File: src/sv/ptst_pkg.sv
// Package for the pan and tilt step tracker: register indexes, step rules and the axis step function.
package ptst_pkg;

	typedef logic [7:0] byte_t;

	typedef enum logic [2:0] {
		REG_TILT_LOWER  = 3'd0,
		REG_TILT_UPPER  = 3'd1,
		REG_PAN_LOWER   = 3'd2,
		REG_PAN_UPPER   = 3'd3,
		REG_CENTER_REF  = 3'd4
	} cfg_index_t;

	// Three rules per axis, element 0 is applied first.
	typedef logic [2:0][6:0] rule_vec_t;

	localparam rule_vec_t TILT_TH = {7'd16, 7'd32, 7'd64};
	localparam rule_vec_t TILT_ST = {7'd1, 7'd1, 7'd2};
	localparam rule_vec_t PAN_TH  = {7'd64, 7'd48, 7'd16};
	localparam rule_vec_t PAN_ST  = {7'd5, 7'd3, 7'd1};

	localparam byte_t FRAME_END    = 8'd255;
	localparam byte_t RST_TILT_LO  = 8'd80;
	localparam byte_t RST_TILT_HI  = 8'd110;
	localparam byte_t RST_PAN_LO   = 8'd10;
	localparam byte_t RST_PAN_HI   = 8'd170;
	localparam byte_t RST_CENTER   = 8'd128;
	localparam byte_t RST_PAN_POS  = 8'd90;
	localparam byte_t RST_TILT_POS = 8'd91;
	localparam logic signed [9:0] DEAD_BAND = 10'sd16;

	// Error of one byte against the reference, wrapped to eight bits and sign-extended.
	function automatic logic signed [9:0] wrap_err(input byte_t ref_v, input byte_t b);
		logic [7:0] d;
		d = ref_v - b;
		return $signed({{2{d[7]}}, d});
	endfunction

	// Sequential step rules; each rule rechecks the limit and saturates to 0..255.
	function automatic byte_t step_axis(input byte_t ang, input logic signed [9:0] err,
			input byte_t lo, input byte_t hi, input rule_vec_t th, input rule_vec_t st);
		logic signed [9:0] a;
		logic signed [9:0] t;
		a = $signed({2'b00, ang});
		if (err < -DEAD_BAND) begin
			for (int i = 0; i < 3; i++) begin
				t = $signed({3'b000, th[i]});
				if (a > $signed({2'b00, lo}) && err < -t) begin
					a = a - $signed({3'b000, st[i]});
					if (a < 10'sd0)
						a = 10'sd0;
				end
			end
		end
		if (err > DEAD_BAND) begin
			for (int i = 0; i < 3; i++) begin
				t = $signed({3'b000, th[i]});
				if (a < $signed({2'b00, hi}) && err > t) begin
					a = a + $signed({3'b000, st[i]});
					if (a > 10'sd255)
						a = 10'sd255;
				end
			end
		end
		return a[7:0];
	endfunction

endpackage

File: src/sv/pan_tilt_step_tracker_top.sv
// Top level of the pan and tilt step tracker: input register, step logic and result register.
//
//  Channel | Direction | Handshake              | Payload
//  --------+-----------+------------------------+-------------------------------------------
//  s_*     | in        | s_tvalid / s_tready    | s_tdata[7:0] = rx_byte
//  m_*     | out       | m_tvalid / m_tready    | m_tdata[7:0] = pan_position,
//          |           |                        | m_tdata[15:8] = tilt_position
//  cfg_*   | in        | cfg_valid / cfg_ready  | cfg_index[2:0], cfg_data[7:0]
//
// Each item is held in the input register and stepped from there; the result of a frame end
// is written into the result register and appears on m_tdata, and one item can be taken every
// cycle unless a frame end is waiting in the input register behind a held result.
// Reset clears both valid flags and loads the register and angle reset values.
// A frame-end item waits in the input register only while a result is held back by m_tready;
// other items never wait. Configuration writes are taken in every cycle.
module pan_tilt_step_tracker_top
	import ptst_pkg::*;
(
	input  logic        clk,
	input  logic        arst_n,
	input  logic        s_tvalid,
	output logic        s_tready,
	input  logic [7:0]  s_tdata,   // [7:0] rx_byte
	output logic        m_tvalid,
	input  logic        m_tready,
	output logic [15:0] m_tdata,   // [7:0] pan_position, [15:8] tilt_position
	input  logic        cfg_valid,
	output logic        cfg_ready,
	input  logic [2:0]  cfg_index,
	input  logic [7:0]  cfg_data
);

	// Configuration registers.
	byte_t tilt_lo_q, tilt_hi_q, pan_lo_q, pan_hi_q, center_q;

	// Tracker state: the two bytes before the current one and the present angles.
	byte_t older_q, newer_q, pan_q, tilt_q;

	// Input register.
	logic  valid_s1;
	byte_t byte_s1;

	// Result register.
	logic  out_valid_q;
	byte_t out_pan_q, out_tilt_q;

	logic  out_free;
	logic  advance;
	logic  is_end;
	byte_t pan_next, tilt_next;

	assign cfg_ready = 1'b1;

	// The result slot is free when empty or being emptied in this cycle.
	assign out_free = !out_valid_q || m_tready;
	assign is_end   = (byte_s1 == FRAME_END);
	// Ordinary bytes only shift the history; a frame end also needs the result slot.
	assign advance  = valid_s1 && (!is_end || out_free);
	assign s_tready = !valid_s1 || advance;

	// Pan follows the byte just before the frame end, tilt the one before that.
	always_comb begin
		pan_next  = step_axis(pan_q, wrap_err(center_q, newer_q), pan_lo_q, pan_hi_q,
			PAN_TH, PAN_ST);
		tilt_next = step_axis(tilt_q, wrap_err(center_q, older_q), tilt_lo_q, tilt_hi_q,
			TILT_TH, TILT_ST);
	end

	always_ff @(posedge clk or negedge arst_n) begin
		if (!arst_n) begin
			tilt_lo_q <= RST_TILT_LO;
			tilt_hi_q <= RST_TILT_HI;
			pan_lo_q  <= RST_PAN_LO;
			pan_hi_q  <= RST_PAN_HI;
			center_q  <= RST_CENTER;
		end else if (cfg_valid && cfg_ready) begin
			unique case (cfg_index)
				REG_TILT_LOWER: tilt_lo_q <= cfg_data;
				REG_TILT_UPPER: tilt_hi_q <= cfg_data;
				REG_PAN_LOWER:  pan_lo_q  <= cfg_data;
				REG_PAN_UPPER:  pan_hi_q  <= cfg_data;
				REG_CENTER_REF: center_q  <= cfg_data;
				default: ; // writes beyond the register list are dropped
			endcase
		end
	end

	always_ff @(posedge clk or negedge arst_n) begin
		if (!arst_n) begin
			valid_s1 <= 1'b0;
		end else if (s_tready) begin
			valid_s1 <= s_tvalid;
		end
	end

	always_ff @(posedge clk) begin
		if (s_tvalid && s_tready) begin
			byte_s1 <= s_tdata;
		end
	end

	always_ff @(posedge clk or negedge arst_n) begin
		if (!arst_n) begin
			older_q <= '0;
			newer_q <= '0;
			pan_q   <= RST_PAN_POS;
			tilt_q  <= RST_TILT_POS;
		end else if (advance) begin
			older_q <= newer_q;
			newer_q <= byte_s1;
			if (is_end) begin
				pan_q  <= pan_next;
				tilt_q <= tilt_next;
			end
		end
	end

	always_ff @(posedge clk or negedge arst_n) begin
		if (!arst_n) begin
			out_valid_q <= 1'b0;
		end else if (out_free) begin
			out_valid_q <= advance && is_end;
		end
	end

	always_ff @(posedge clk) begin
		if (advance && is_end) begin
			out_pan_q  <= pan_next;
			out_tilt_q <= tilt_next;
		end
	end

	assign m_tvalid = out_valid_q;
	assign m_tdata  = {out_tilt_q, out_pan_q};

endmodule

File: config.mk
export PLATFORM = sky130hd
export DESIGN_NAME = pan_tilt_step_tracker_top
export DESIGN_NICKNAME = d
export VERILOG_FILES = /design/src/sv/ptst_pkg.sv /design/src/sv/pan_tilt_step_tracker_top.sv
export SDC_FILE = /design/constraint.sdc
export NUM_CORES = 1
export LEC_CHECK = 0
export BUFFER_PORTS_ARGS = -buffer_cell sky130_fd_sc_hd__buf_2
export CORE_ASPECT_RATIO = 0.6
export CORE_MARGIN = 2
export CORE_UTILIZATION = 52
export DETAILED_ROUTE_END_ITERATION = 16
export PLACE_DENSITY = 0.8
export SLEW_MARGIN = 25
export SYNTH_ARGS = -nofsm -noshare
export SYNTH_HDL_FRONTEND = slang
export SYNTH_SLANG_ARGS = --single-unit
File: constraint.sdc
create_clock -name clk -period 30.3 [get_ports clk]
set_input_delay 1.515 -clock clk [delete_from_list [all_inputs] [get_ports clk]]
set_output_delay 1.515 -clock clk [all_outputs]
set_load 0.02 [all_outputs]
==> results of run 1 <==
## worst max-delay path, delay by kind of cell, from the launching register on
family | cells | cell delay, ns
mux | 5 | 1.44
xor+xnor | 1 | 0.62
flops | 1 | 0.56
buf+inv | 5 | 0.54
simple gates | 28 | 7.30
compound gates | 20 | 3.87
fa+ha+maj | 6 | 1.99
## how the worst max path moves through the flow
stage | to | startpoint | slack, ns | depth (start not counted)
finish | out_tilt_q[6] | tilt_q[7] | 13.62 | 65
global route | out_tilt_q[6] | center_q[1] | 12.47 | 66
CTS | out_tilt_q[6] | center_q[1] | 13.98 | 66
detailed placement | out_tilt_q[6] | center_q[0] | 14.02 | 66
global placement | out_tilt_q[6] | center_q[1] | 13.87 | 66
floorplan | pan_q[6] | center_q[0] | 16.57 | 65
## area by class of cell
type                    instances  area, sq um  area share (%)
multi-input cells            1075         7770            66.7
flip-flops and latches         98         2600            22.3
inverters                      99          372            3.19
well taps                     273          342            2.93
repair buffers                 49          272            2.33
clock buffers                   9          225            1.93
clock inverters                 7         67.6           0.580
## routing by layer
| metal | GRT usage, % | vias up | part of all wire, % |
|---|---|---|---|
| met5 | 1.28 | - | 0.11 |
| met4 | 3.46 | 2 | 0.88 |
| met3 | 12.7 | 46 | 14 |
| met2 | 40.8 | 659 | 37 |
| met1 | 49.2 | 5169 | 48 |
| li1 | - | 5028 | - |
## stage by stage
stage          setup slack [ns]  cells
2_1_floorplan             16.57   1310
3_3_place_gp              13.87   1594
3_5_place_dp              14.02   1594
4_1_cts                   13.98   1610
5_1_grt                   12.47   1610
6_report                  13.62   1610
## logic make-up (layout without fill, tap and decap cells)
| group | Yosys count | in the layout | share of synthesized area [%] |
|---|---|---|---|
| AO/OA/AOI/OAI | 390 | 390 | 25.8 |
| other | 1 | 1 | 0.0345 |
| AND/OR/NAND/NOR | 478 | 478 | 23.2 |
| XOR/XNOR | 31 | 31 | 2.57 |
| multiplexers | 53 | 53 | 5.36 |
| buffers and inverters | 137 | 164 | 4.90 |
| adder cells (fa/ha/maj) | 122 | 122 | 14.2 |
| flip-flops | 98 | 98 | 23.9 |
## layout by cell type (no fill, tap or decap), drive strengths merged, types with 8 or more instances in the layout
cell / n
nand2: 122
ha: 120
inv: 103
o21ai: 96
nor2: 91
a21oi: 60
dfrtp: 51
buf: 49
nand4: 39
mux2: 39
nor3: 35
nand3: 30
a31oi: 24
edfxtp: 24
dfstp: 23
xnor2: 23
nor2b: 21
o211ai: 21
a211oi: 20
or3: 20
a21o: 18
o21a: 17
nand2b: 17
nor4: 17
mux2i: 14
and2: 14
o31ai: 14
and3: 12
or2: 12
o211a: 11
o31a: 11
o22ai: 10
a2111oi: 10
clkbuf: 9
or4: 9
xor2: 8
## power by group through the flow
stage | combinational, uW | sequential, uW | clock, uW
after floorplan | 422 | 174 | 0
after global placement | 555 | 182 | 0
after detailed placement | 561 | 182 | 0
after CTS | 566 | 180 | 116
after global routing | 647 | 183 | 121
final | 592 | 181 | 114
==> flow_summary.toml, run 1 <==
[run_status]
status = "completed"

[floorplan]
start_util_pct = 53.6
die-area_sq_um = 22100
coreArea_sq_um = 20300
io_pins = 43
row_count = 40
die_y_um = 116
fp.dieW_um = 191

[place]
gp_congestion = 1.02
dp_hpwl_um = 27800
place_area_sq_um = 11300
port_buffers = 41

[clock_tree]
cts-hold-fix-buffers = 0
htreeDepth = 3
cts_buffer_depth = 2
clkSinkCount = 98
clk_latency_ns = 0.35
cts-root-buf = "clkbuf_16"
path_clk_slew_ns = 0.07
cts_tree = "yes"
post-cts-setup-buffers = 0
cts.repair.resized = 0
numCtsBuffers = 9

[timing]
setup-tns-final_ns = 0
hold_violations = 0
relSlewSlack_pct = 31.1
worstMarginPinSlew_ns = 1.01
setup_viol = 0
final.min_clock_period_ns = 16.68
fin_crit_sh_pct = 55.0
fmax_ghz = 0.0600
maxSlewViolCount = 0
hold_slack_ns = 0.492
rsz0062_at_grt = "false"
skew_ns = 0.0112

[setup_path]
cp_slowest_cell = "nor3_1"
r2r_start = "tilt_q[7]"
r2r-end = "out_tilt_q[6]"
path_max_fanout = 9
critPathLaunchType = "flip-flop"
arrival_ns = 16.75
critPathRequiredTime_ns = 30.37
cpMostUsedCell = "nand2_1"
r2r_slack_ns = 13.62
cp-end-kind = "flip-flop"
r2r_cells = 65
cp_slowest_stage_delay_ns = 0.80
criticalPathCategory = "reg -> reg"

[synthesis]
yosysUniqueCellTypes = 107
synth_seq_cells = 98
syn_inst = 1310
synthFlopType = "dfrtp_1"
syn_area_per_cell_sq_um = 8.30
async_flop_share_pct = 75.5
syn_nets = 1456
synth_edf_count = 24
netlist.area_leader.share_pct = 13.8
yosysSeqAreaShare_pct = 23.9
synth.area.top_cells = "ha_1, dfrtp_1, edfxtp_1, dfstp_2, o21ai_0"
synth_warnings = 0
syn_area_sq_um = 10900
synth_commonest_cells = "nand2_1, ha_1, inv_1, o21ai_0, nor2_1"
synth.most_common_cell = "nand2_1"
yosys.area.top_type = "ha_1"

[worst_hold_path]
min_from = "older_q[5]"
hold_end = "older_q[5]"
hold_path.class = "reg -> reg"
whs_path_depth = 2

[power]
power_switching_uw = 460
power.density_nw_per_um2 = 76.2
ir_drop_v = 0.0000337
power.internal_uw = 427
swShare_pct = 51.9
power.share.clock_pct = 12.8
p_leak_uw = 0.00522
p_seq_share_pct = 20.4
p_comb_share_pct = 66.7
total_power_uw = 887

[route]
drc = 0
routedWlPerCell_um = 21.5
vias_per_cell = 6.77
antenna_left = 0
drt_first_iter_violations = 1520
wirelength_um = 34600
vias = 10904
drt-pass1-iter-count = 6

[cells_and_area]
stdcell_area_sq_um = 11600
drive_above_1_share_pct = 12.4
nets = 1478
syn_to_final_growth_pct = 7.12
n_antenna_cell = 0
fill_cells = 1802
post-route-util_pct = 57.5

[global_route]
grt_pass1_vias = 9815
track_usage_pct = 31.6
antenna_found_initial = 0
grt_max_degree = 75
grt_first_pass_wirelength_um = 54200
grt.overflow.total = 0

[job]
cap_violations = 0
No activity file was read; power rests on OpenSTA's default activity.
==> run 2: changes to the inputs <==
Clock period 30.3 ns to 16.6 ns, I/O delays scaled along.
==> flow_summary.toml, run 2 (same netlist as run 1, synthesis figures left out) <==
[setup_path]
arrival_ns = 15.92
path_max_fanout = 14
cpMostUsedCell = "ha_1"
crit_family = "compound AO/OA/AOI/OAI gates"
cp_slowest_stage_delay_ns = 0.56
cp_slowest_cell = "o31ai_1"
critPathLaunchType = "flip-flop"
r2r_slack_ns = 0.97
path_buf_inv = 6
critPathRequiredTime_ns = 16.89
cp-end-kind = "flip-flop"
criticalPathCategory = "reg -> reg"

[worst_hold_path]
hold_path.class = "in -> async"

[route]
routedWlPerCell_um = 21.6
vias = 10928
wl_met1_um = 16800
vias_per_cell = 6.75
drt_first_iter_violations = 1541
top_layer = "met4"
dr_wl_met3_um = 5190
wl_met2_um = 12700
drc = 0
drt-pass1-iter-count = 5
wirelength_um = 35000
antenna_left = 0

[clock_tree]
cts_tree = "yes"
cts_buffer_depth = 2
htreeDepth = 3
path_clk_slew_ns = 0.07
cts-root-buf = "clkbuf_16"
clkSinkCount = 98
clk_latency_ns = 0.36
numCtsBuffers = 9
cts-hold-fix-buffers = 0

[timing]
fin_crit_sh_pct = 94.2
hold_violations = 0
worstMarginPinSlew_ns = 0.880
skew_ns = 0.0152
final.min_clock_period_ns = 15.63
maxSlewViolCount = 0
setup_viol = 0
relSlewSlack_pct = 41.2
fmax_ghz = 0.0640

[power]
power.density_nw_per_um2 = 139
p_leak_uw = 0.00530
ir_drop_v = 0.0000665

[floorplan]
io_pins = 43
start_util_pct = 53.6
die-area_sq_um = 22100
fp.dieW_um = 191
row_count = 40
coreArea_sq_um = 20300
die_y_um = 116

[job]
cap_violations = 0

[cells_and_area]
fill_cells = 1839
n_antenna_cell = 0
final_cell_mix = "nand2_1, ha_1, inv_1"
drive_above_1_share_pct = 13.7
stdcell_area_sq_um = 11800
nets = 1488
final_common_cell = "nand2_1"
syn_to_final_growth_pct = 8.73
instances_no_fill = 1620

[global_route]
grt_pass1_vias = 9591
track_usage_pct = 31.8
grt_first_pass_wirelength_um = 54200
grt_max_degree = 75
antenna_found_initial = 0
grt.overflow.total = 0

[place]
port_buffers = 41
place_area_sq_um = 11400
dp.cells = 1598
gp_congestion = 1.01
dp_hpwl_um = 28000

[run_status]
status = "completed"
run 2: timing repair:
item | 4_1_cts | 5_1_grt
setup buffers | 0 | 5
resized for setup | 0 | 17
setup endpoints to repair | 0 | 32
run 2: metal layers:
metal,up-vias,global-route usage [%]
met3,42,10.7
met2,714,40.6
met4,0,3.72
met1,5126,51.2
met5,-,0.855
li1,5046,-
run 2: power breakdown:
group | internal [uW] | switching, uW | total (uW)
Clock | 104 | 104 | 208
Sequential | 298 | 32.9 | 331
Combinational | 383 | 717 | 1100
run 2: final timing paths:
| check | from | end | depth (start not counted) |
|---|---|---|---|
| worst max-delay path | center_q[0] | pan_q[6] | 66 |
| min in group clk | newer_q[2] | newer_q[2] | 1 |
| max in group asynchronous | arst_n | pan_hi_q[3] | 2 |
| worst max register to register | center_q[0] | pan_q[6] | 66 |
| worst min-delay path | arst_n | newer_q[4] | 1 |
| worst min register to register | newer_q[2] | newer_q[2] | 1 |
run 2: final cells by class:
| cell class | instances | area [sq um] | share of cell area [%] |
|---|---|---|---|
| clock inverter | 7 | 62.6 | 0.529 |
| inverter | 99 | 372 | 3.14 |
| sequential | 98 | 2600 | 22.0 |
| tap | 273 | 342 | 2.89 |
| multi-input combinational | 1075 | 7860 | 66.5 |
| timing repair buffer | 59 | 363 | 3.07 |
| clock buffer | 9 | 225 | 1.91 |
run 2: through the flow:
stage	setup TNS (ns)	setup slack (ns)	hold slack (ns)	total power, uW	util [%]
detailed placement	0	0.642	0.489	1360	56.0
CTS	0	0.582	0.505	1570	57.5
global route	-0.119	-0.0744	0.364	1750	58.3
global placement	0	0.621	0.469	1350	56.0
floorplan	0	2.87	0.450	1090	-
finish	0	0.969	0.354	1640	58.3
run 2: worst register-to-register path: cells and delay by family, from the launching register on:
kind	cells	cell delay, ns
AO/OA/AOI/OAI	29	7.65
flip-flops	1	0.37
AND/OR/NAND/NOR	23	4.40
multiplexers	1	0.30
buffers and inverters	6	0.78
adder cells (fa/ha/maj)	7	2.05
==> run 3: changes to the inputs <==
Settings changed: RECOVER_POWER set to 100.
==> flow_summary.toml, run 3 (same netlist as run 1, synthesis figures left out) <==
[setup_path]
r2r_start = "center_q[0]"
cp_slowest_stage_delay_ns = 0.56
cpMostUsedCell = "a21o_1"
arrival_ns = 15.88
critPathRequiredTime_ns = 16.89
path_max_fanout = 14
r2r_slack_ns = 1.01
r2r-end = "pan_q[6]"
critPathLaunchType = "flip-flop"
cp-end-kind = "flip-flop"
criticalPathCategory = "reg -> reg"
r2r_cells = 66
cp_slowest_cell = "o31ai_1"

[cells_and_area]
fill_cells = 1855
syn_to_final_growth_pct = 8.16
n_antenna_cell = 0
nets = 1488
final_cell_mix = "nand2_1, ha_1, inv_1"
drive_above_1_share_pct = 11.9
final_common_cell = "nand2_1"

[timing]
hold_violations = 0
worstMarginPinSlew_ns = 3.13
relSlewSlack_pct = -108
skew_ns = 0.0161
hold_slack_ns = 0.506
final.min_clock_period_ns = 15.59
fin_crit_sh_pct = 93.9
maxSlewViolCount = 94
setup_viol = 0
fmax_ghz = 0.0641

[worst_hold_path]
hold_end = "newer_q[2]"
min_from = "newer_q[2]"
whs_path_depth = 1
hold_path.class = "reg -> reg"

[clock_tree]
path_clk_slew_ns = 0.07
clk_latency_ns = 0.36
cts_tree = "yes"
cts-root-buf = "clkbuf_16"
htreeDepth = 3
clkSinkCount = 98
cts_buffer_depth = 2
numCtsBuffers = 9
cts-hold-fix-buffers = 0

[route]
antenna_left = 0
vias = 10935
vias_per_cell = 6.75
top_layer = "met4"
drt-pass1-iter-count = 6
wl_met1_um = 16800
wirelength_um = 35000
routedWlPerCell_um = 21.6
dr_wl_met3_um = 5190
drc = 0
drt_first_iter_violations = 1475
wl_met2_um = 12700

[power]
p_leak_uw = 0.00522
power.density_nw_per_um2 = 139
ir_drop_v = 0.0000664
total_power_uw = 1630

[floorplan]
io_pins = 43
die-area_sq_um = 22100
row_count = 40
die_y_um = 116
coreArea_sq_um = 20300
fp.dieW_um = 191
start_util_pct = 53.6

[place]
gp_congestion = 1.01
dp_hpwl_um = 28000
port_buffers = 41

[global_route]
grt_max_degree = 75
antenna_found_initial = 0
grt.overflow.total = 0
track_usage_pct = 31.8
grt_first_pass_wirelength_um = 54200
grt_pass1_vias = 9591

[run_status]
status = "finished with violations"
violations = "max-capacitance violations, max-slew violations"

[job]
cap_violations = 2
==> run 3: changes by cell type in the layout (fill, tap and decap cells not counted) <==
cell and delta:
clkbuf_1 +24, mux2_1 +1, and2_1 -1, and2_0 +1, buf_4 -4, mux2_2 -1
buf_2 -19, buf_16 -1
==> run 3: critical path, delay by kind of cell, from the launching register on <==
family	cells	cell delay [ns]
adder cells (fa/ha/maj)	7	2.03
multiplexers	1	0.30
AO/OA/AOI/OAI	31	7.78
AND/OR/NAND/NOR	21	4.22
buffers and inverters	6	0.79
flip-flops	1	0.37
==> run 3: final cells by class <==
type	instances	area (sq um)	share of cell area, %
clock buffer	9	225	1.92
clock inverter	7	62.6	0.532
inverter	99	372	3.16
multi-input combinational	1075	7860	66.8
sequential	98	2600	22.1
tap	273	342	2.90
timing repair buffer	59	300	2.55
==> run 3: worst max path at each step <==
stage,start,endpoint,slack (ns),cells past startpoint
after floorplan,center_q[0],pan_q[6],2.87,65
after global placement,center_q[0],out_tilt_q[3],0.62,69
after detailed placement,center_q[0],out_tilt_q[5],0.64,68
after CTS,center_q[0],out_tilt_q[5],0.58,68
after global routing,center_q[0],pan_q[1],-0.08,66
final,center_q[0],pan_q[6],1.01,66
==> run 3: where the power goes <==
part / internal (uW) / switching (uW) / leakage, uW
logic: 382 / 713 / 0.00400
registers: 298 / 33.0 / 0.00109
clock network: 104 / 104 / 0.000137
==> run 3: what timing repair did <==
item                                   CTS  global route
setup buffers                            0             5
endpoints found under the hold margin    0             0
gates resized for setup                  0            17
setup endpoints to repair                0            32
==> run 3: stage by stage <==
stage,utilization [%],setup TNS [ns],setup WS [ns],std cells,instance area [sq um]
6_report,58.0,0,1.01,1620,11800
5_1_grt,58.0,-0.153,-0.0804,1620,11800
4_1_cts,57.5,0,0.582,1614,11600
3_5_place_dp,56.0,0,0.642,1598,11400
3_3_place_gp,56.0,0,0.621,1598,11400
2_1_floorplan,-,0,2.87,1310,10900
==> run 3: layer usage <==
layer,track usage (%),vias to the layer above
met5,0.855,-
met4,3.72,0
met3,10.7,32
met2,40.6,712
met1,51.2,5156
li1,-,5035
